--- src/hdl/g2r_pkg.sv ---
// Shared types, register codes and defaults for the gray-to-RGB colorizer.
`timescale 1ns / 1ps
`default_nettype none

package g2r_pkg;

    localparam int DEFAULT_PALETTE_DEPTH = 1024;
    localparam int DEFAULT_SAMPLE_BITS   = 16;

    localparam int LANES     = 3;
    localparam int DIV_STEPS = 16;

    localparam int CFG_INDEX_W = 3;
    localparam int CFG_DATA_W  = 48;

    localparam logic [CFG_INDEX_W-1:0] REG_MODE         = 3'd0;
    localparam logic [CFG_INDEX_W-1:0] REG_MAX_GRAY     = 3'd1;
    localparam logic [CFG_INDEX_W-1:0] REG_BLACK_COLOR  = 3'd2;
    localparam logic [CFG_INDEX_W-1:0] REG_WHITE_COLOR  = 3'd3;
    localparam logic [CFG_INDEX_W-1:0] REG_PALETTE_LAST = 3'd4;

    localparam logic MODE_GRADIENT = 1'b0;
    localparam logic MODE_PALETTE  = 1'b1;

    localparam logic OP_COLORIZE = 1'b0;
    localparam logic OP_WRITE    = 1'b1;

    localparam logic        RESET_MODE         = MODE_GRADIENT;
    localparam logic [15:0] RESET_MAX_GRAY     = 16'd255;
    localparam logic [47:0] RESET_BLACK_COLOR  = 48'h0000_0000_0000;
    localparam logic [47:0] RESET_WHITE_COLOR  = 48'h00FF_00FF_00FF;
    localparam logic [9:0]  RESET_PALETTE_LAST = 10'd255;

    typedef struct packed {
        logic        mode;
        logic [15:0] divisor;
        logic [47:0] black;
        logic [47:0] white;
        logic [9:0]  pal_last;
    } g2r_cfg_t;

    typedef struct packed {
        logic        op;
        logic [9:0]  idx;
        logic [47:0] rgb;
    } g2r_side_t;

    typedef logic [LANES-1:0][31:0] g2r_lanes_t;

endpackage

`default_nettype wire

--- src/hdl/g2r_front.sv ---
// Front stages: sample clamp, channel products and blend sums.
`timescale 1ns / 1ps
`default_nettype none

module g2r_front #(
    parameter int SAMPLE_BITS = g2r_pkg::DEFAULT_SAMPLE_BITS
) (
    input  wire logic               clk,
    input  wire logic               rst_n,
    input  wire g2r_pkg::g2r_cfg_t  cfg,
    input  wire logic               sample_valid,
    output logic                    sample_ready,
    input  wire logic               operation,
    input  wire logic [15:0]        gray_value,
    input  wire logic [9:0]         entry_index,
    input  wire logic [15:0]        entry_red,
    input  wire logic [15:0]        entry_green,
    input  wire logic [15:0]        entry_blue,
    output logic                    dn_valid,
    input  wire logic               dn_ready,
    output g2r_pkg::g2r_side_t      dn_side,
    output g2r_pkg::g2r_lanes_t     dn_lanes
);

    localparam logic [15:0] SampleMask = 16'((17'd1 << SAMPLE_BITS) - 17'd1);

    logic                a_valid_reg;
    g2r_pkg::g2r_side_t  a_side_reg;
    logic [15:0]         a_gray_reg;
    logic                b_valid_reg;
    g2r_pkg::g2r_side_t  b_side_reg;
    g2r_pkg::g2r_lanes_t b_prod_a_reg;
    g2r_pkg::g2r_lanes_t b_prod_b_reg;
    logic                c_valid_reg;
    g2r_pkg::g2r_side_t  c_side_reg;
    g2r_pkg::g2r_lanes_t c_work_reg;

    logic                a_ready;
    logic                b_ready;
    logic                c_ready;
    logic [15:0]         gray_cut;
    logic [15:0]         gray_next;
    g2r_pkg::g2r_side_t  side_next;
    logic [15:0]         diff;
    logic [g2r_pkg::LANES-1:0][15:0] op_a;
    logic [g2r_pkg::LANES-1:0][15:0] op_b;
    logic [g2r_pkg::LANES-1:0][15:0] op_c;
    logic [g2r_pkg::LANES-1:0][15:0] op_d;
    g2r_pkg::g2r_lanes_t prod_a;
    g2r_pkg::g2r_lanes_t prod_b;
    g2r_pkg::g2r_lanes_t sum_next;

    assign c_ready      = !c_valid_reg || dn_ready;
    assign b_ready      = !b_valid_reg || c_ready;
    assign a_ready      = !a_valid_reg || b_ready;
    assign sample_ready = a_ready;

    assign gray_cut  = gray_value & SampleMask;
    assign gray_next = (gray_cut > cfg.divisor) ? cfg.divisor : gray_cut;

    assign side_next.op  = operation;
    assign side_next.idx = entry_index;
    assign side_next.rgb = {entry_red, entry_green, entry_blue};

    assign diff = cfg.divisor - a_gray_reg;

    always_comb
    begin
        for (int k = 0; k < g2r_pkg::LANES; k++)
        begin
            if (cfg.mode == g2r_pkg::MODE_PALETTE && k == 0)
            begin
                op_a[k] = a_gray_reg;
                op_b[k] = 16'(cfg.pal_last);
                op_c[k] = '0;
                op_d[k] = '0;
            end
            else
            begin
                op_a[k] = cfg.black[(g2r_pkg::LANES-1-k)*16 +: 16];
                op_b[k] = diff;
                op_c[k] = cfg.white[(g2r_pkg::LANES-1-k)*16 +: 16];
                op_d[k] = a_gray_reg;
            end
            prod_a[k]   = op_a[k] * op_b[k];
            prod_b[k]   = op_c[k] * op_d[k];
            sum_next[k] = b_prod_a_reg[k] + b_prod_b_reg[k];
        end
    end

    always_ff @(posedge clk or negedge rst_n)
    begin
        if (!rst_n)
        begin
            a_valid_reg <= 1'b0;
            b_valid_reg <= 1'b0;
            c_valid_reg <= 1'b0;
        end
        else
        begin
            if (a_ready)
                a_valid_reg <= sample_valid;
            if (b_ready)
                b_valid_reg <= a_valid_reg;
            if (c_ready)
                c_valid_reg <= b_valid_reg;
        end
    end

    always_ff @(posedge clk)
    begin
        if (a_ready)
        begin
            a_side_reg <= side_next;
            a_gray_reg <= gray_next;
        end
        if (b_ready)
        begin
            b_side_reg   <= a_side_reg;
            b_prod_a_reg <= prod_a;
            b_prod_b_reg <= prod_b;
        end
        if (c_ready)
        begin
            c_side_reg <= b_side_reg;
            c_work_reg <= sum_next;
        end
    end

    assign dn_valid = c_valid_reg;
    assign dn_side  = c_side_reg;
    assign dn_lanes = c_work_reg;

endmodule

`default_nettype wire

--- config.mk ---
export PLATFORM = sky130hd
export DESIGN_NAME = g2r_front
export DESIGN_NICKNAME = d
export VERILOG_FILES = /design/src/hdl/g2r_pkg.sv /design/src/hdl/g2r_front.sv
export SDC_FILE = /design/constraint.sdc
export NUM_CORES = 2
export LEC_CHECK = 0
export BUFFER_PORTS_ARGS = -buffer_cell sky130_fd_sc_hd__buf_2
export CORE_UTILIZATION = 40
export CTS_BUF_LIST = sky130_fd_sc_hd__clkbuf_16
export CTS_CLUSTER_SIZE = 30
export DETAILED_ROUTE_END_ITERATION = 8
export SYNTH_ARGS = -nofsm -noshare
export SYNTH_HDL_FRONTEND = slang
export SYNTH_SLANG_ARGS = --single-unit
--- constraint.sdc ---
create_clock -name clk -period 9.25 [get_ports clk]
set_clock_uncertainty 0.05 [all_clocks]
set_input_delay 0.4625 -clock clk [delete_from_list [all_inputs] [get_ports clk]]
set_output_delay 0.4625 -clock clk [all_outputs]
set_load 0.1 [all_outputs]
==> impl_metrics.toml <==
[cts]
clock_sinks = 484
clk_latency_ns = 0.76
root_buffer = "clkbuf_16"
htreeDepth = 2
cts_resized = 0
numCtsBuffers = 56
cts_buffer_depth = 3
path_clk_slew_ns = 0.07
cts_tree = "yes"

[worst_setup_path]
arrival_ns = 9.29
critical_path_class = "flop to flop"
worst_path_largest_cell_delay_ns = 0.54
end_kind = "flop"
required_ns = 9.71
cp_slowest_cell = "fa_1"
crit_path_frequent_cell = "fa_1"
startpoint_type = "flop"
reg2reg_depth = 32
path_max_fanout = 13

[timing]
rsz0062_at_grt = "false"
maxSlewHeadroom = 0.136
fmax_ghz = 0.113
finalWorstSetupSlack_ns = 0.422
worstMarginPinSlew_ns = 1.28
fin_tns_setup_ns = 0
fin_crit_ns = 8.83
setup_viol = 0
slew_viol_final = 0
fin_crit_sh = 0.954
hold_viol = 0

[global_routing]
grt_usage = 0.223
grt.overflow.total = 0
grt_pass1_wl_mm = 310
grt_max_degree = 129
grt_pass1_vias = 54217
antenna_found_initial = 37

[placed_design]
routabilityCongestion = 0.896
dp_hpwl_mm = 155
io_buffers = 358
dp_worst_setup_slack_ns = 0.00897

[synth]
synth_ff_type = "edfxtp_1"
ys_types = 91
synth_area_per_cell_um2 = 9.82
ys_seq_area_frac = 0.205
yosys_register_bits = 484
async_flop_share = 0.00620
ys_warn_count = 0
synth_edf_count = 481
syn-num-nets = 9345
syn-instance-count = 7226
synth_area_um2 = 71000

[detailed_routing]
drt_wl_total_mm = 195
postRouteAntennaNets = 0
drc = 0
wl_per_cell_um = 19.6
viasPerCell = 5.10
dr.pass1.iters = 5
num_vias = 50809
drtIter0Drc = 2902

[floorplanning]
die_w_um = 423
rows = 154
initial_core_util = 0.403
io_pins = 359
die-area_um2 = 179000
die-height_um = 423
core-area_um2 = 176000

[outcome]
status = "complete, no violations"

[layout]
seqCellArea_um2 = 14500
nets = 9667
drive_gt1_frac = 0.0808
num-fill-cells = 16902
syn_to_final_growth_pct = 10.2
multi_input_area_um2 = 50100

[flow_run]
maxCapViolCount = 0

[worst_hold_path]
hp-class = "input pin to asynchronous set/reset pin"
==> placed cells by master (no fill, tap or decap), types with 8 or more instances in the layout <==
master	n
a21oi_2	11
clkinv_1	11
ha_1	749
clkbuf_16	56
xnor2_1	186
o21ai_0	108
o21a_1	32
or2_2	8
a21oi_1	233
inv_1	1485
fa_1	1168
o21bai_1	50
nor2_1	223
o21ai_1	9
nor3_1	29
nand2b_1	50
xor2_1	69
o211ai_1	9
edfxtp_1	481
mux2_2	25
and3_1	28
nand4_1	29
diode_2	20
a31oi_1	29
nor3b_1	9
clkinv_2	8
a211oi_1	17
o31ai_1	8
a21o_1	141
nand2_1	1069
and2_1	478
buf_4	75
a21boi_0	9
dlygate4sd3_1	74
nor2b_1	66
mux2i_1	12
buf_2	358
nand3_1	31
==> timing repair <==
| action | 4_1_cts | 5_1_grt |
|---|---|---|
| buffers inserted | 0 | 1 |
| setup endpoints to repair | 0 | 2 |
| endpoints found under the hold margin | 73 | 0 |
| hold buffers | 74 | 0 |
==> cells by family after synthesis <==
group | share of synthesized area
AO/OA/AOI/OAI | 0.0688
XOR/XNOR | 0.0332
adder cells (fa/ha/maj) | 0.461
buffers and inverters | 0.0914
flip-flops | 0.205
multiplexers | 0.00566
AND/OR/NAND/NOR | 0.135
==> Yosys cell counts (5+ instances only) <==
cell       count  area (µm²)
nand4_1       29         181
clkbuf_1     230         863
nand3_1       31         155
a311oi_1       5        43.8
o2111ai_1      5        43.8
o21ai_1        9        45.0
edfxtp_1     481       14400
buf_1          5        18.8
a21oi_2       10        87.6
a221o_1        6        60.1
a31oi_1       29         181
and2_1       478        2990
nand2_1     1069        4010
mux2_2        25         282
xor2_1        75         657
nand3b_1       5        37.5
and3_1        28         175
ha_1         749        9370
buf_2          9        45.0
inv_1       1477        5540
nor4_1         5        31.3
xnor2_1      192        1680
mux2i_1       12         120
a21o_1       141        1060
o21a_1        32         240
nand2b_1      51         319
o31ai_1        8        60.1
or2_2          8        50.1
nor3b_1        9        67.6
a21oi_1      234        1170
or3_1          7        43.8
o211ai_1       9        67.6
nor3_1        29         145
fa_1        1168       23400
a211oi_1      17         128
o21bai_1      50         375
a221oi_1       7        61.3
nor2b_1       66         413
nor2_1       226         848
a21boi_0       9        67.6
o21ai_0      108         541
==> final cells by class <==
type,count,share of cell area
flip-flops and latches,484,0.186
multi-input cells,5019,0.641
inverters,1478,0.0709
clock inverters,50,0.00595
repair buffers,509,0.0401
well taps,2340,0.0374
diodes,20,0.000640
clock buffers,56,0.0179
==> final timing paths <==
| path | startpoint | endpoint | slack [ns] |
|---|---|---|---|
| worst max-delay path | a_gray_reg[0]$_DFFE_PP_ | b_prod_a_reg[95]$_DFFE_PP_ | 0.42 |
| worst min-delay path | rst_n | dn_valid$_DFFE_PN0P_ | 0.06 |
| worst max register to register | a_gray_reg[0]$_DFFE_PP_ | b_prod_a_reg[95]$_DFFE_PP_ | 0.42 |
| worst min register to register | a_side_reg[12]$_DFFE_PP_ | b_side_reg[12]$_DFFE_PP_ | 0.37 |
| max in group asynchronous | rst_n | dn_valid$_DFFE_PN0P_ | 8.97 |
| min in group clk | cfg[106] | a_gray_reg[0]$_DFFE_PP_ | 0.06 |
==> metrics by stage <==
| stage | util | hold slack [ns] | instance area [µm²] | std cells |
|---|---|---|---|---|
| 5_1_grt | 0.444 | 0.0519 | 78200 | 9948 |
| 3_5_place_dp | 0.429 | 0.211 | 75500 | 9755 |
| 6_report | 0.444 | 0.0577 | 78200 | 9956 |
| 3_3_place_gp | 0.429 | 0.210 | 75500 | 9755 |
| 4_1_cts | 0.444 | 0.00243 | 78100 | 9935 |
| 2_1_floorplan | - | 0.117 | 71000 | 7226 |
==> routing by layer <==
metal  vias to the layer above  wire length, µm  share of wire  track usage
met5                         -               46        0.00024            0
met4                         8             7860          0.040       0.0884
met1                     25899            78700           0.40        0.278
met3                       331            10100          0.052       0.0256
met2                      1386            98600           0.50        0.392
li1                      23185                -              -            -
==> worst max-delay path: cells and delay by family, from the launching register on <==
family,cells,cell delay (ns)
buffers and inverters,4,0.40
AOI/OAI and AO/OA,16,3.35
DFF,1,0.37
adders and majority gates,9,3.81
and+or+nand+nor,1,0.17
xor gates and xnor gates,2,0.46
Power is not shown: default switching activity piles up to over one toggle a cycle in this logic, so the estimate is an artifact.
