$ cat src/hdl/g2r_pkg.sv
// Shared types, register codes and defaults for the gray-to-RGB colorizer.
`timescale 1ns / 1ps
`default_nettype none

package g2r_pkg;

    localparam int DEFAULT_PALETTE_DEPTH = 1024;
    localparam int DEFAULT_SAMPLE_BITS   = 16;

    localparam int LANES     = 3;
    localparam int DIV_STEPS = 16;

    localparam int CFG_INDEX_W = 3;
    localparam int CFG_DATA_W  = 48;

    localparam logic [CFG_INDEX_W-1:0] REG_MODE         = 3'd0;
    localparam logic [CFG_INDEX_W-1:0] REG_MAX_GRAY     = 3'd1;
    localparam logic [CFG_INDEX_W-1:0] REG_BLACK_COLOR  = 3'd2;
    localparam logic [CFG_INDEX_W-1:0] REG_WHITE_COLOR  = 3'd3;
    localparam logic [CFG_INDEX_W-1:0] REG_PALETTE_LAST = 3'd4;

    localparam logic MODE_GRADIENT = 1'b0;
    localparam logic MODE_PALETTE  = 1'b1;

    localparam logic OP_COLORIZE = 1'b0;
    localparam logic OP_WRITE    = 1'b1;

    localparam logic        RESET_MODE         = MODE_GRADIENT;
    localparam logic [15:0] RESET_MAX_GRAY     = 16'd255;
    localparam logic [47:0] RESET_BLACK_COLOR  = 48'h0000_0000_0000;
    localparam logic [47:0] RESET_WHITE_COLOR  = 48'h00FF_00FF_00FF;
    localparam logic [9:0]  RESET_PALETTE_LAST = 10'd255;

    typedef struct packed {
        logic        mode;
        logic [15:0] divisor;
        logic [47:0] black;
        logic [47:0] white;
        logic [9:0]  pal_last;
    } g2r_cfg_t;

    typedef struct packed {
        logic        op;
        logic [9:0]  idx;
        logic [47:0] rgb;
    } g2r_side_t;

    typedef logic [LANES-1:0][31:0] g2r_lanes_t;

endpackage

`default_nettype wire

$ cat src/hdl/g2r_div_stage.sv
// One restoring-division step on all three lanes, with its own pipeline register.
`timescale 1ns / 1ps
`default_nettype none

module g2r_div_stage (
    input  wire logic                clk,
    input  wire logic                rst_n,
    input  wire logic [15:0]         divisor,
    input  wire logic                up_valid,
    output logic                     up_ready,
    input  wire g2r_pkg::g2r_side_t  up_side,
    input  wire g2r_pkg::g2r_lanes_t up_lanes,
    output logic                     dn_valid,
    input  wire logic                dn_ready,
    output g2r_pkg::g2r_side_t       dn_side,
    output g2r_pkg::g2r_lanes_t      dn_lanes
);

    logic                valid_reg;
    g2r_pkg::g2r_side_t  side_reg;
    g2r_pkg::g2r_lanes_t work_reg;

    logic [g2r_pkg::LANES-1:0][16:0] trial;
    logic [g2r_pkg::LANES-1:0][16:0] rem;
    logic [g2r_pkg::LANES-1:0]       fits;
    g2r_pkg::g2r_lanes_t             work_next;

    assign up_ready = !valid_reg || dn_ready;

    // work holds {partial remainder, unused numerator bits, quotient bits}
    always_comb
    begin
        for (int k = 0; k < g2r_pkg::LANES; k++)
        begin
            trial[k]     = up_lanes[k][31:15];
            fits[k]      = trial[k] >= {1'b0, divisor};
            rem[k]       = fits[k] ? (trial[k] - {1'b0, divisor}) : trial[k];
            work_next[k] = {rem[k][15:0], up_lanes[k][14:0], fits[k]};
        end
    end

    always_ff @(posedge clk or negedge rst_n)
    begin
        if (!rst_n)
            valid_reg <= 1'b0;
        else if (up_ready)
            valid_reg <= up_valid;
    end

    always_ff @(posedge clk)
    begin
        if (up_ready)
        begin
            side_reg <= up_side;
            work_reg <= work_next;
        end
    end

    assign dn_valid = valid_reg;
    assign dn_side  = side_reg;
    assign dn_lanes = work_reg;

    a_stage_holds: assert property (@(posedge clk) disable iff (!rst_n)
        valid_reg && !dn_ready |=> valid_reg && $stable(side_reg) && $stable(work_reg))
        else $error("division stage lost or changed a stalled transaction");

endmodule

`default_nettype wire

$ cat config.mk
export PLATFORM = sky130hd
export DESIGN_NAME = g2r_div_stage
export DESIGN_NICKNAME = d
export VERILOG_FILES = /design/src/hdl/g2r_pkg.sv /design/src/hdl/g2r_div_stage.sv
export SDC_FILE = /design/constraint.sdc
export NUM_CORES = 1
export LEC_CHECK = 0
export BUFFER_PORTS_ARGS = -buffer_cell sky130_fd_sc_hd__buf_2
export CORE_ASPECT_RATIO = 2
export CORE_MARGIN = 2
export CORE_UTILIZATION = 48
export CTS_CLUSTER_DIAMETER = 200
export DETAILED_ROUTE_END_ITERATION = 7
export PLACE_DENSITY = 0.81
export SETUP_SLACK_MARGIN = 0.5
export SYNTH_ARGS = -nofsm -noshare
export SYNTH_HDL_FRONTEND = slang
export SYNTH_SLANG_ARGS = --single-unit
$ cat constraint.sdc
create_clock -name clk -period 7.6 [get_ports clk]
set_input_delay 1.52 -clock clk [delete_from_list [all_inputs] [get_ports clk]]
set_output_delay 1.52 -clock clk [all_outputs]
set_load 0.01 [all_outputs]
==> results.md, run 1 <==
- Power density relative to cell area: 246 nW/um2
- Clock tree from TritonCTS: built
- Setup fix buffers added after clock tree synthesis: 0
- Most numerous cell types in the synthesized netlist: 155 x sky130_fd_sc_hd__edfxtp_1, 48 x sky130_fd_sc_hd__ha_1, 39 x sky130_fd_sc_hd__mux2_2, 33 x sky130_fd_sc_hd__a21oi_1, 29 x sky130_fd_sc_hd__nor2_1
- Slowest-stage cell, CP: sky130_fd_sc_hd__a31oi_2
- Outcome: complete, no violations
- Total nets after synthesis: 769
- Top area cells in the synthesized netlist: sky130_fd_sc_hd__edfxtp_1 61%, sky130_fd_sc_hd__ha_1 7.9%, sky130_fd_sc_hd__mux2_2 5.7%, sky130_fd_sc_hd__xnor2_1 2.7%, sky130_fd_sc_hd__a21oi_1 2.2%
- Die width: 93.2 um
- Crit share post-route: 0.530
- Root Buffer Master: sky130_fd_sc_hd__clkbuf_16
- CP Capture Type: flop
- Headroom to the max-slew limit: 0.230
- IR Drop Worst-Case VDD: 0.164 mV
- Die area: 17,000 um2
- Drc violations: 0
- RSZ-0062 raised after global routing: false
- Number of failing hold endpoints at the final stage: 0
- Synth unique cells: 60
- Total of cells resized after clock tree synthesis: 0
- Worst hold slack after final layout: 856 ps
- CP dominant cell by count: sky130_fd_sc_hd__o31a_1
- Number of warnings printed during yosys synthesis: 0
- Core Footprint: 15,700 um2
- Clock skew: 9.67 ps
- Number of inserted filler cells in the final layout: 1,243
- Post-Synthesis Cells: 543
- Number of failing setup endpoints in the final timing report: 0
- Max Freq: 248 MHz
- Number of ports placed on the die boundary: 332
- Total number of placement rows: 65
- Vias per inst: 5.46
- Seq/Total Area, Yosys: 0.612
- Total number of nets in the final design: 1,115
- Comb pwr share: 0.203
- Num Clock Sinks: 156
- Shortest period the worst path allows: 4030 ps
- Area growth syn-to-layout: 33.0%
- Post-route antenna net violation count: 0
- Maximum number of pins on one net before global-route repair: 65
- Crit path arrival time: 4210 ps
- Number of buffers inserted by port buffering: 331
- Bufs on Longest Clock Path: 2
- Starting density of the core: 0.487
- CTS Buf Count: 17
- Biggest cell delay along the critical path: 960 ps
- Switch share: 0.275
- Count of flip-flops with a built-in enable after synthesis: 155
- Top_reg_cell synth: sky130_fd_sc_hd__edfxtp_1
- Post-detailed-routing wire length: 24.2 mm
- Leftover overflow at the end of global routing: 0
- Switching pwr: 688 uW
- HPWL after detailed placement: 19.2 mm
- Worst Setup Start Kind: primary input
- Max-capacitance violation count: 0
- Sequential power share: 0.437
- Max Slew Vio Count: 0
- Cell Area, Synth: 7650 um2
- Min-delay worst type: in -> async
- Most common cell in the synthesized netlist: sky130_fd_sc_hd__edfxtp_1
- Total via count after detailed routing: 6,059
- Share of cells above drive strength 1: 0.458
- Initial antenna violation count: 7
- Type of the worst setup path: in -> reg
- Crit Path Max Fanout: 19
- DR iter-0 viols: 373
- Die Y-Extent: 182 um
- First-pass GRT wire length: 34.8 mm
- Mean instance size in the synthesized netlist: 14.1 um2
- Detailed-route wire length per cell: 21.8 um
- Placer Congestion: 0.936
- Number of register bits inferred by synthesis: 156
- Fraction of power consumed by the clock network: 0.361
- Critical path cell sequence: buf_2 > inv_1 > ha_1 > nor2b_1 > o31a_1 > o31a_1 > o2111ai_1 > a31oi_2 > mux2_2
- Initial DRT Pass Iterations: 5
- Hold bufs inserted after CTS: 0
- Internal: 1.81 mW
- Via count of the first global-routing pass: 6,164
- Post-synth top area cell: sky130_fd_sc_hd__edfxtp_1
- Area share of the leading cell type in the synthesized netlist: 0.609
- Data required time at the worst endpoint: 7780 ps
- Skew-Pair Late Insertion Delay: 430 ps
- Worst-Margin Slew: 1150 ps
- Async set or reset register ratio after synthesis: 0.00641
- Clock slew seen by the registers of the worst setup and hold paths: 60 ps
- Post-Route Setup TNS: 0 ps
- Overall global routing resource usage: 0.282
- Standby leakage power: 4.58 nW
- Number of H-tree levels: 4
==> stage by stage <==
| stage | power [mW] | instances | util | setup WS [ps] | area, um2 |
|---|---|---|---|---|---|
| 2_1_floorplan | 1.41 | 543 | - | 742 | 7650 |
| 3_5_place_dp | 1.61 | 1071 | 0.608 | 3110 | 9540 |
| 6_report | 2.50 | 1110 | 0.648 | 3570 | 10200 |
| 5_1_grt | 2.59 | 1109 | 0.648 | 3450 | 10200 |
| 4_1_cts | 2.51 | 1103 | 0.647 | 3570 | 10200 |
| 3_3_place_gp | 1.60 | 1071 | 0.608 | 3200 | 9540 |
==> layout by cell type, fill, tap and decap left out, drive strengths merged, types with 3 or more instances in the layout <==
cell    instances
clkbuf         18
xnor2          24
o31ai           3
bufinv          3
a21oi          34
a211o           3
fa              3
xor2            9
a31oi          18
nor2           29
nand2b         10
nor2b           6
a211oi          6
o21bai          3
diode           7
nand3           4
mux2i           5
nor3            6
and3            7
nand4           3
nand2          16
o21a            9
a311oi          3
inv            32
clkinv          4
ha             48
buf           333
o21ai          16
mux2           40
and2            3
a21o           15
o31a            5
edfxtp        155
or3             3
==> power groups by stage <==
stage	logic [mW]	registers (mW)	clock network (mW)
2_1_floorplan	0.247	1.16	0
3_3_place_gp	0.495	1.11	0
3_5_place_dp	0.503	1.11	0
4_1_cts	0.506	1.09	0.912
5_1_grt	0.550	1.10	0.941
6_report	0.507	1.09	0.901
==> registers in the layout, summed over array words and instances (netlist names) <==
register / cells
dn_lanes: 96
dn_side: 59
dn_valid: 1
==> cell families (layout without fill, tap and decap cells) <==
kind of cell    Yosys count  after routing  synth area share
flops                   156            156             0.612
compound gates          129            129             0.115
simple gates             96             96            0.0645
fa+ha+maj                51             51            0.0864
mux                      45             45            0.0659
xor+xnor                 33             33            0.0378
buf+inv                  33            392            0.0182
other cells               0              7                 0
==> final cells by class <==
type	instances	area, um2	share of cell area
multi-input combinational	354	2840	0.279
clock buffer	18	429	0.0422
antenna	7	17.5	0.00172
sequential	156	4680	0.460
clock inverter	14	185	0.0182
inverter	27	101	0.00996
tap	201	251	0.0247
timing repair buffer	333	1670	0.164
==> final timing paths <==
check | depth (start not counted) | start | slack (ps) | end
min | 1 | rst_n | 860 | dn_valid
min reg2reg | 2 | dn_valid | 1000 | dn_valid
max | 9 | divisor[1] | 3570 | dn_lanes[83]
max in group asynchronous | 1 | rst_n | 6660 | dn_valid
max reg2reg | 2 | dn_valid | 5530 | dn_lanes[63]
min in group clk | 2 | dn_valid | 1000 | dn_valid
==> critical path, delay by kind of cell <==
kind	cells	cell delay (ps)
buf+inv	2	250
mux	1	420
compound gates	4	1540
fa+ha+maj	1	290
simple gates	1	170
==> per-layer routing <==
| layer | global-route usage | wire, um | share of wire |
|---|---|---|---|
| met2 | 0.523 | 13400 | 0.55 |
| met1 | 0.290 | 8170 | 0.34 |
| met4 | 0.149 | 900 | 0.037 |
| met5 | 0 | 0 | 0 |
| met3 | 0.0578 | 1720 | 0.071 |
Power figures use the tool's default switching activity.
==> run 2, diff against run 1 <==
- clock period: 7.6 -> 4.2 ns (I/O delays scaled with it)
==> run 2 against run 1 <==
Combinational power up 84%. Global-route usage down 1.5 points. Final cell count up 0.18%. Sequential power up 80%. Setup slack worse by 2600 ps. Via count down 1.5%. Worst hold slack worse by 670 ps. Sequential cell count unchanged. Die area unchanged.
==> results.md, run 2 (same netlist as run 1, synthesis figures left out) <==
- Outcome: complete, no violations (unchanged)
- Clock skew: 7.00 ps (was 9.67 ps)
- Clock tree from TritonCTS: built (unchanged)
- Total number of placement rows: 65 (unchanged)
- RSZ-0062 raised after global routing: false (unchanged)
- Hold bufs inserted after CTS: 0 (unchanged)
- Total of cells resized after clock tree synthesis: 0 (unchanged)
- Starting density of the core: 0.487 (unchanged)
- Core Footprint: 15,700 um2 (unchanged)
- Setup fix buffers added after clock tree synthesis: 0 (unchanged)
- Final standard cell utilization of the core: 0.652 (was 0.648)
- Placer Congestion: 0.893 (was 0.936)
- Worst hold slack after final layout: 187 ps (was 856 ps)
- Capture instance of the worst register-to-register path: dn_side[24] (was dn_lanes[63])
- Initial antenna violation count: 14 (was 7)
- Initial DRT Pass Iterations: 6 (was 5)
- Number of ports placed on the die boundary: 332 (unchanged)
- Power after layout: 4.55 mW (was 2.50 mW)
- Via count of the first global-routing pass: 6,025 (was 6,164)
- Die Y-Extent: 182 um (unchanged)
- Total via count after detailed routing: 5,966 (was 6,059)
- Num Clock Sinks: 156 (unchanged)
- Total number of nets in the final design: 1,117 (was 1,115)
- Number of failing hold endpoints at the final stage: 0 (unchanged)
- Min-delay worst type: in -> async (unchanged)
- Headroom to the max-slew limit: 0.314 (was 0.230)
- Clock slew seen by the registers of the worst setup and hold paths: 60 ps (about the same)
- Type of the worst setup path: in -> reg (unchanged)
- Global-route track usage on met2: 0.498 (was 0.523)
- Number of buffers inserted by port buffering: 331 (unchanged)
- Max Slew Vio Count: 0 (unchanged)
- Placed Instance Area: 9580 um2 (was 9540 um2)
- IR Drop Worst-Case VDD: 0.276 mV (was 0.164 mV)
- Worst-Margin Slew: 1030 ps (was 1150 ps)
- HPWL after detailed placement: 18.5 mm (was 19.2 mm)
- Number of failing setup endpoints in the final timing report: 0 (unchanged)
- Post-Route Setup TNS: 0 ps (unchanged)
- Power density relative to cell area: 445 nW/um2 (was 246 nW/um2)
- CTS Buf Count: 17 (unchanged)
- Overall global routing resource usage: 0.267 (was 0.282)
- Post-detailed-routing wire length: 23.2 mm (was 24.2 mm)
- Skew-Pair Late Insertion Delay: 420 ps (was 430 ps)
- Non-Filler Cell Area, Final: 10,200 um2 (about the same)
- Max-capacitance violation count: 0 (unchanged)
- Number of H-tree levels: 4 (unchanged)
- Bufs on Longest Clock Path: 2 (unchanged)
- Detailed-route wire length per cell: 20.9 um (was 21.8 um)
- Standby leakage power: 4.60 nW (was 4.58 nW)
- Maximum number of pins on one net before global-route repair: 112 (was 65)
- Share of cells above drive strength 1: 0.455 (was 0.458)
- Commonest non-fill, non-tap cell in the layout: sky130_fd_sc_hd__buf_2 (unchanged)
- M3 GR Usage: 0.0908 (was 0.0578)
- Reg-to-reg critical path startpoint: dn_valid (unchanged)
- Root Buffer Master: sky130_fd_sc_hd__clkbuf_16 (unchanged)
- CP Capture Type: flop (unchanged)
- Number of flip-flops in the largest register: 96 (unchanged)
- Data required time at the worst endpoint: 4370 ps (was 7780 ps)
- Area growth syn-to-layout: 33.8% (was 33.0%)
- Crit path arrival time: 3350 ps (was 4210 ps)
- Worst Setup Start Kind: primary input (unchanged)
- DR iter-0 viols: 327 (was 373)
- Die width: 93.2 um (unchanged)
- Crit Path Max Fanout: 16 (was 19)
- Drc violations: 0 (unchanged)
- Cells on worst reg2reg path: 2 (unchanged)
- Reg2Reg Setup Slack: 2290 ps (was 5530 ps)
- Die area: 17,000 um2 (unchanged)
- Most heavily used metal layer in global routing: met2 (unchanged)
- Shortest period the worst path allows: 3180 ps
- Commonest cells after routing, fill and taps aside: 331 x sky130_fd_sc_hd__buf_2, 155 x sky130_fd_sc_hd__edfxtp_1, 48 x sky130_fd_sc_hd__ha_1 (unchanged)
- Leftover overflow at the end of global routing: 0 (unchanged)
- Vias per inst: 5.37 (was 5.46)
- Global Route met1 Usage: 0.250 (was 0.290)
- First-pass GRT wire length: 33.3 mm (was 34.8 mm)
- Max Freq: 315 MHz
- Post-route antenna net violation count: 0 (unchanged)
- Crit share post-route: 0.757
-- run 2: cell count changes in the layout (fill, tap and decap cells not counted), sizes merged --
cell | before | now
inv | 32 | 29
clkinv | 4 | 2
buf | 333 | 335
diode | 7 | 8
clkbuf | 18 | 20
bufinv | 3 | 5
-- run 2: how the worst max path moves through the flow --
stage / depth (start not counted) / startpoint / slack [ps] / end
2_1_floorplan: 9 / divisor[2] / 1140 / dn_lanes[91]
5_1_grt: 10 / divisor[1] / 820 / dn_lanes[26]
3_3_place_gp: 10 / divisor[1] / 680 / dn_lanes[27]
6_report: 9 / divisor[10] / 1020 / dn_lanes[20]
4_1_cts: 10 / divisor[1] / 1030 / dn_lanes[27]
3_5_place_dp: 10 / divisor[1] / 580 / dn_lanes[28]
-- run 2: metal layers --
metal	up-vias	share of wire
met5	-	0.0034
met4	12	0.039
met3	62	0.083
met2	266	0.56
met1	2812	0.32
li1	2814	-
-- run 2: area by class of cell --
type	instances	area, um2
Inverter	27	101
Fill cell	1248	5470
Sequential cell	156	4680
Tap cell	201	251
Multi-Input combinational cell	354	2840
Clock inverter	11	191
Clock buffer	20	437
Antenna cell	8	20.0
Timing Repair Buffer	335	1710
-- run 2: through the flow --
step | instances | worst slack, ps
6_report | 1112 | 1020
5_1_grt | 1108 | 822
4_1_cts | 1104 | 1030
3_5_place_dp | 1073 | 583
3_3_place_gp | 1073 | 682
2_1_floorplan | 543 | 1140
-- run 2: worst max-delay path: stages --
cell,delay (ps)
sky130_fd_sc_hd__buf_2,80
sky130_fd_sc_hd__inv_1,70
sky130_fd_sc_hd__ha_1,400
sky130_fd_sc_hd__and3_1,240
sky130_fd_sc_hd__nand2_1,120
sky130_fd_sc_hd__nor2_1,180
sky130_fd_sc_hd__a31oi_1,150
sky130_fd_sc_hd__a21oi_2,830
sky130_fd_sc_hd__mux2_2,420
-- run 2: where the power goes --
part	switching [mW]	internal [mW]	total (mW)	leakage, nW
clock network	0.605	1.05	1.66	0.299
logic	0.518	0.412	0.931	2.74
registers	0.0460	1.92	1.96	1.57
==> run 3, diff against run 2 <==
- CORE_UTILIZATION: 48 -> 43
- PLACE_DENSITY: 0.81 -> 0.76
- clock period: 4.2 -> 2.7 ns (I/O delays scaled with it)
==> run 3 against run 2 <==
Total power rose by 65%. First-iteration DRC count rose by 1.5%. Clock skew rose by 1.1 ps. Setup slack got worse by 690 ps. Non-clock buffer count rose by 142. Clock-buffer cell count fell by 3.
==> results.md, run 3 (same netlist as run 1, synthesis figures left out) <==
- Bufs on Longest Clock Path: 2 (unchanged)
- Switching pwr: 2.17 mW (was 1.17 mW)
- Crit Path Max Fanout: 8 (was 16)
- Crit path arrival time: 2550 ps (was 3350 ps)
- Worst Setup Start Kind: primary input (unchanged)
- Num Clock Sinks: 156 (unchanged)
- Initial DRT Pass Iterations: 8 (was 6)
- Crit share post-route: 0.879
- Data required time at the worst endpoint: 2870 ps (was 4370 ps)
- Detailed-route wire length per cell: 19.5 um (was 20.9 um)
- Worst-Margin Slew: 506 ps (was 1030 ps)
- Fraction of power consumed by the clock network: 0.327 (was 0.364)
- Number of ports placed on the die boundary: 332 (unchanged)
- Max Slew Vio Count: 0 (unchanged)
- Standby leakage power: 5.50 nW (was 4.60 nW)
- Switch share: 0.289 (was 0.257)
- Number of failing setup endpoints in the final timing report: 0 (unchanged)
- Post-route antenna net violation count: 0 (unchanged)
- Reg2Reg Setup Slack: 1080 ps (was 2290 ps)
- Comb pwr share: 0.267 (was 0.204)
- Worst hold slack after final layout: 285 ps (was 187 ps)
- HPWL after detailed placement: 17.5 mm (was 18.5 mm)
- Skew-Pair Late Insertion Delay: 430 ps (was 420 ps)
- Total via count after detailed routing: 6,742 (was 5,966)
- Shortest period the worst path allows: 2370 ps
- Die width: 98.3 um (was 93.2 um)
- Die area: 18,900 um2 (was 17,000 um2)
- Number of buffers inserted by port buffering: 331 (unchanged)
- Post-Route Setup TNS: 0 ps (unchanged)
- Vias per inst: 5.35 (was 5.37)
- Min-delay worst type: in -> reg (was in -> async)
- Area growth syn-to-layout: 60.1% (was 33.8%)
- Sequential power share: 0.406 (was 0.432)
- Clock slew seen by the registers of the worst setup and hold paths: 70 ps (was 60 ps)
- Die Y-Extent: 193 um (was 182 um)
- Drc violations: 0 (unchanged)
- Commonest cells after routing, fill and taps aside: 321 x sky130_fd_sc_hd__buf_2, 155 x sky130_fd_sc_hd__edfxtp_1, 120 x sky130_fd_sc_hd__buf_4 (was 331 x sky130_fd_sc_hd__buf_2, 155 x sky130_fd_sc_hd__edfxtp_1, 48 x sky130_fd_sc_hd__ha_1)
- Number of flip-flops in the largest register: 96 (unchanged)
- CP Capture Type: flop (unchanged)
- Final critical-path setup slack: 327 ps (was 1020 ps)
- Starting density of the core: 0.434 (was 0.487)
- Initial antenna violation count: 1 (was 14)
- Share of cells above drive strength 1: 0.620 (was 0.455)
- Post-detailed-routing wire length: 24.5 mm (was 23.2 mm)
- Post-placement worst setup slack: -451 ps (was 583 ps)
- CTS Buf Count: 17 (unchanged)
- Overall global routing resource usage: 0.238 (was 0.267)
- Clock tree from TritonCTS: built (unchanged)
- Number of H-tree levels: 4 (unchanged)
- Internal: 5.35 mW (was 3.38 mW)
- Leftover overflow at the end of global routing: 0 (unchanged)
- Maximum number of pins on one net before global-route repair: 97 (was 112)
- Commonest non-fill, non-tap cell in the layout: sky130_fd_sc_hd__buf_2 (unchanged)
- Total number of placement rows: 69 (was 65)
- Root Buffer Master: sky130_fd_sc_hd__clkbuf_16 (unchanged)
- Total number of nets in the final design: 1,260 (was 1,117)
- Max Freq: 421 MHz
- First-pass GRT wire length: 35.1 mm (was 33.3 mm)
- DR iter-0 viols: 332 (was 327)
- Number of failing hold endpoints at the final stage: 0 (unchanged)
- Headroom to the max-slew limit: 0.663 (was 0.314)
- Core Footprint: 17,600 um2 (was 15,700 um2)
- RSZ-0062 raised after global routing: true (was false)
- Type of the worst setup path: in -> reg (unchanged)
- Outcome: complete, no violations (unchanged)
- Power density relative to cell area: 614 nW/um2 (was 445 nW/um2)
- IR Drop Worst-Case VDD: 0.419 mV (was 0.276 mV)
- Clock skew: 8.14 ps (was 7.00 ps)
- Max-capacitance violation count: 0 (unchanged)
- Via count of the first global-routing pass: 6,911 (was 6,025)
- Placer Congestion: 0.891 (was 0.893)
## run 3: cell types whose count changed in the layout (fill, tap and decap cells not counted), moves of 10 or more
cell,delta
sky130_fd_sc_hd__buf_2,-10
sky130_fd_sc_hd__a21oi_1,-13
sky130_fd_sc_hd__buf_6,+27
sky130_fd_sc_hd__a21oi_2,+11
sky130_fd_sc_hd__mux2_2,-19
sky130_fd_sc_hd__inv_1,-13
sky130_fd_sc_hd__mux2_4,+19
sky130_fd_sc_hd__buf_4,+118
sky130_fd_sc_hd__ha_4,+26
sky130_fd_sc_hd__ha_1,-26
## run 3: metal layers
| layer | vias up | routed length, um | part of all wire | track usage |
|---|---|---|---|---|
| li1 | 3091 | - | - | - |
| met3 | 65 | 2070 | 0.085 | 0.0605 |
| met2 | 391 | 12700 | 0.52 | 0.420 |
| met1 | 3195 | 8930 | 0.36 | 0.269 |
| met5 | - | 0 | 0 | 0 |
| met4 | 0 | 829 | 0.034 | 0.106 |
## run 3: per-stage QoR
step | utilization | power [mW] | cells | instance area, um2
after global routing | 0.695 | 7.79 | 1260 | 12200
after floorplan | - | 3.96 | 543 | 7750
final | 0.695 | 7.52 | 1261 | 12200
after CTS | 0.677 | 7.41 | 1254 | 11900
after detailed placement | 0.598 | 4.73 | 1200 | 10500
after global placement | 0.598 | 4.69 | 1200 | 10500
## run 3: worst max-delay path, stage by stage
cell	delay (ps)
sky130_fd_sc_hd__buf_2	120
sky130_fd_sc_hd__inv_4	80
sky130_fd_sc_hd__ha_4	220
sky130_fd_sc_hd__a21o_1	210
sky130_fd_sc_hd__a21o_1	210
sky130_fd_sc_hd__a21oi_2	190
sky130_fd_sc_hd__a21oi_2	100
sky130_fd_sc_hd__a211oi_4	300
sky130_fd_sc_hd__buf_6	170
sky130_fd_sc_hd__a21oi_4	110
sky130_fd_sc_hd__mux2_2	300
## run 3: area by class of cell
class / instances / area (um2)
fillers: 1214 / 5370
well taps: 213 / 267
clock inverters: 15 / 188
flip-flops and latches: 156 / 4680
diodes: 1 / 2.50
multi-input cells: 355 / 3600
repair buffers: 477 / 2960
inverters: 27 / 126
clock buffers: 17 / 425
## run 3: repair_timing
item / 4_1_cts / 5_1_grt
endpoints found under the hold margin: 1 / 0
setup buffers: 19 / 6
pin swaps: 43 / 27
setup endpoints to repair: 50 / 49
hold buffers: 1 / 0
gates resized for setup: 128 / 52
cloned: 2 / 0
## run 3: power by group through the flow
| stage | combinational [mW] | sequential, mW | clock [mW] |
|---|---|---|---|
| 2_1_floorplan | 0.718 | 3.24 | 0 |
| 3_3_place_gp | 1.59 | 3.10 | 0 |
| 3_5_place_dp | 1.63 | 3.10 | 0 |
| 4_1_cts | 1.85 | 3.05 | 2.50 |
| 5_1_grt | 2.14 | 3.07 | 2.58 |
| 6_report | 2.01 | 3.05 | 2.46 |
## run 3: final timing paths
path,end,from,cells past startpoint
min in group asynchronous,dn_valid,rst_n,2
max in group asynchronous,dn_valid,rst_n,2
max reg2reg,dn_lanes[93],dn_valid,2
min reg2reg,dn_lanes[18],dn_valid,1
max,dn_lanes[19],divisor[6],11
min,dn_lanes[1],up_lanes[0],1
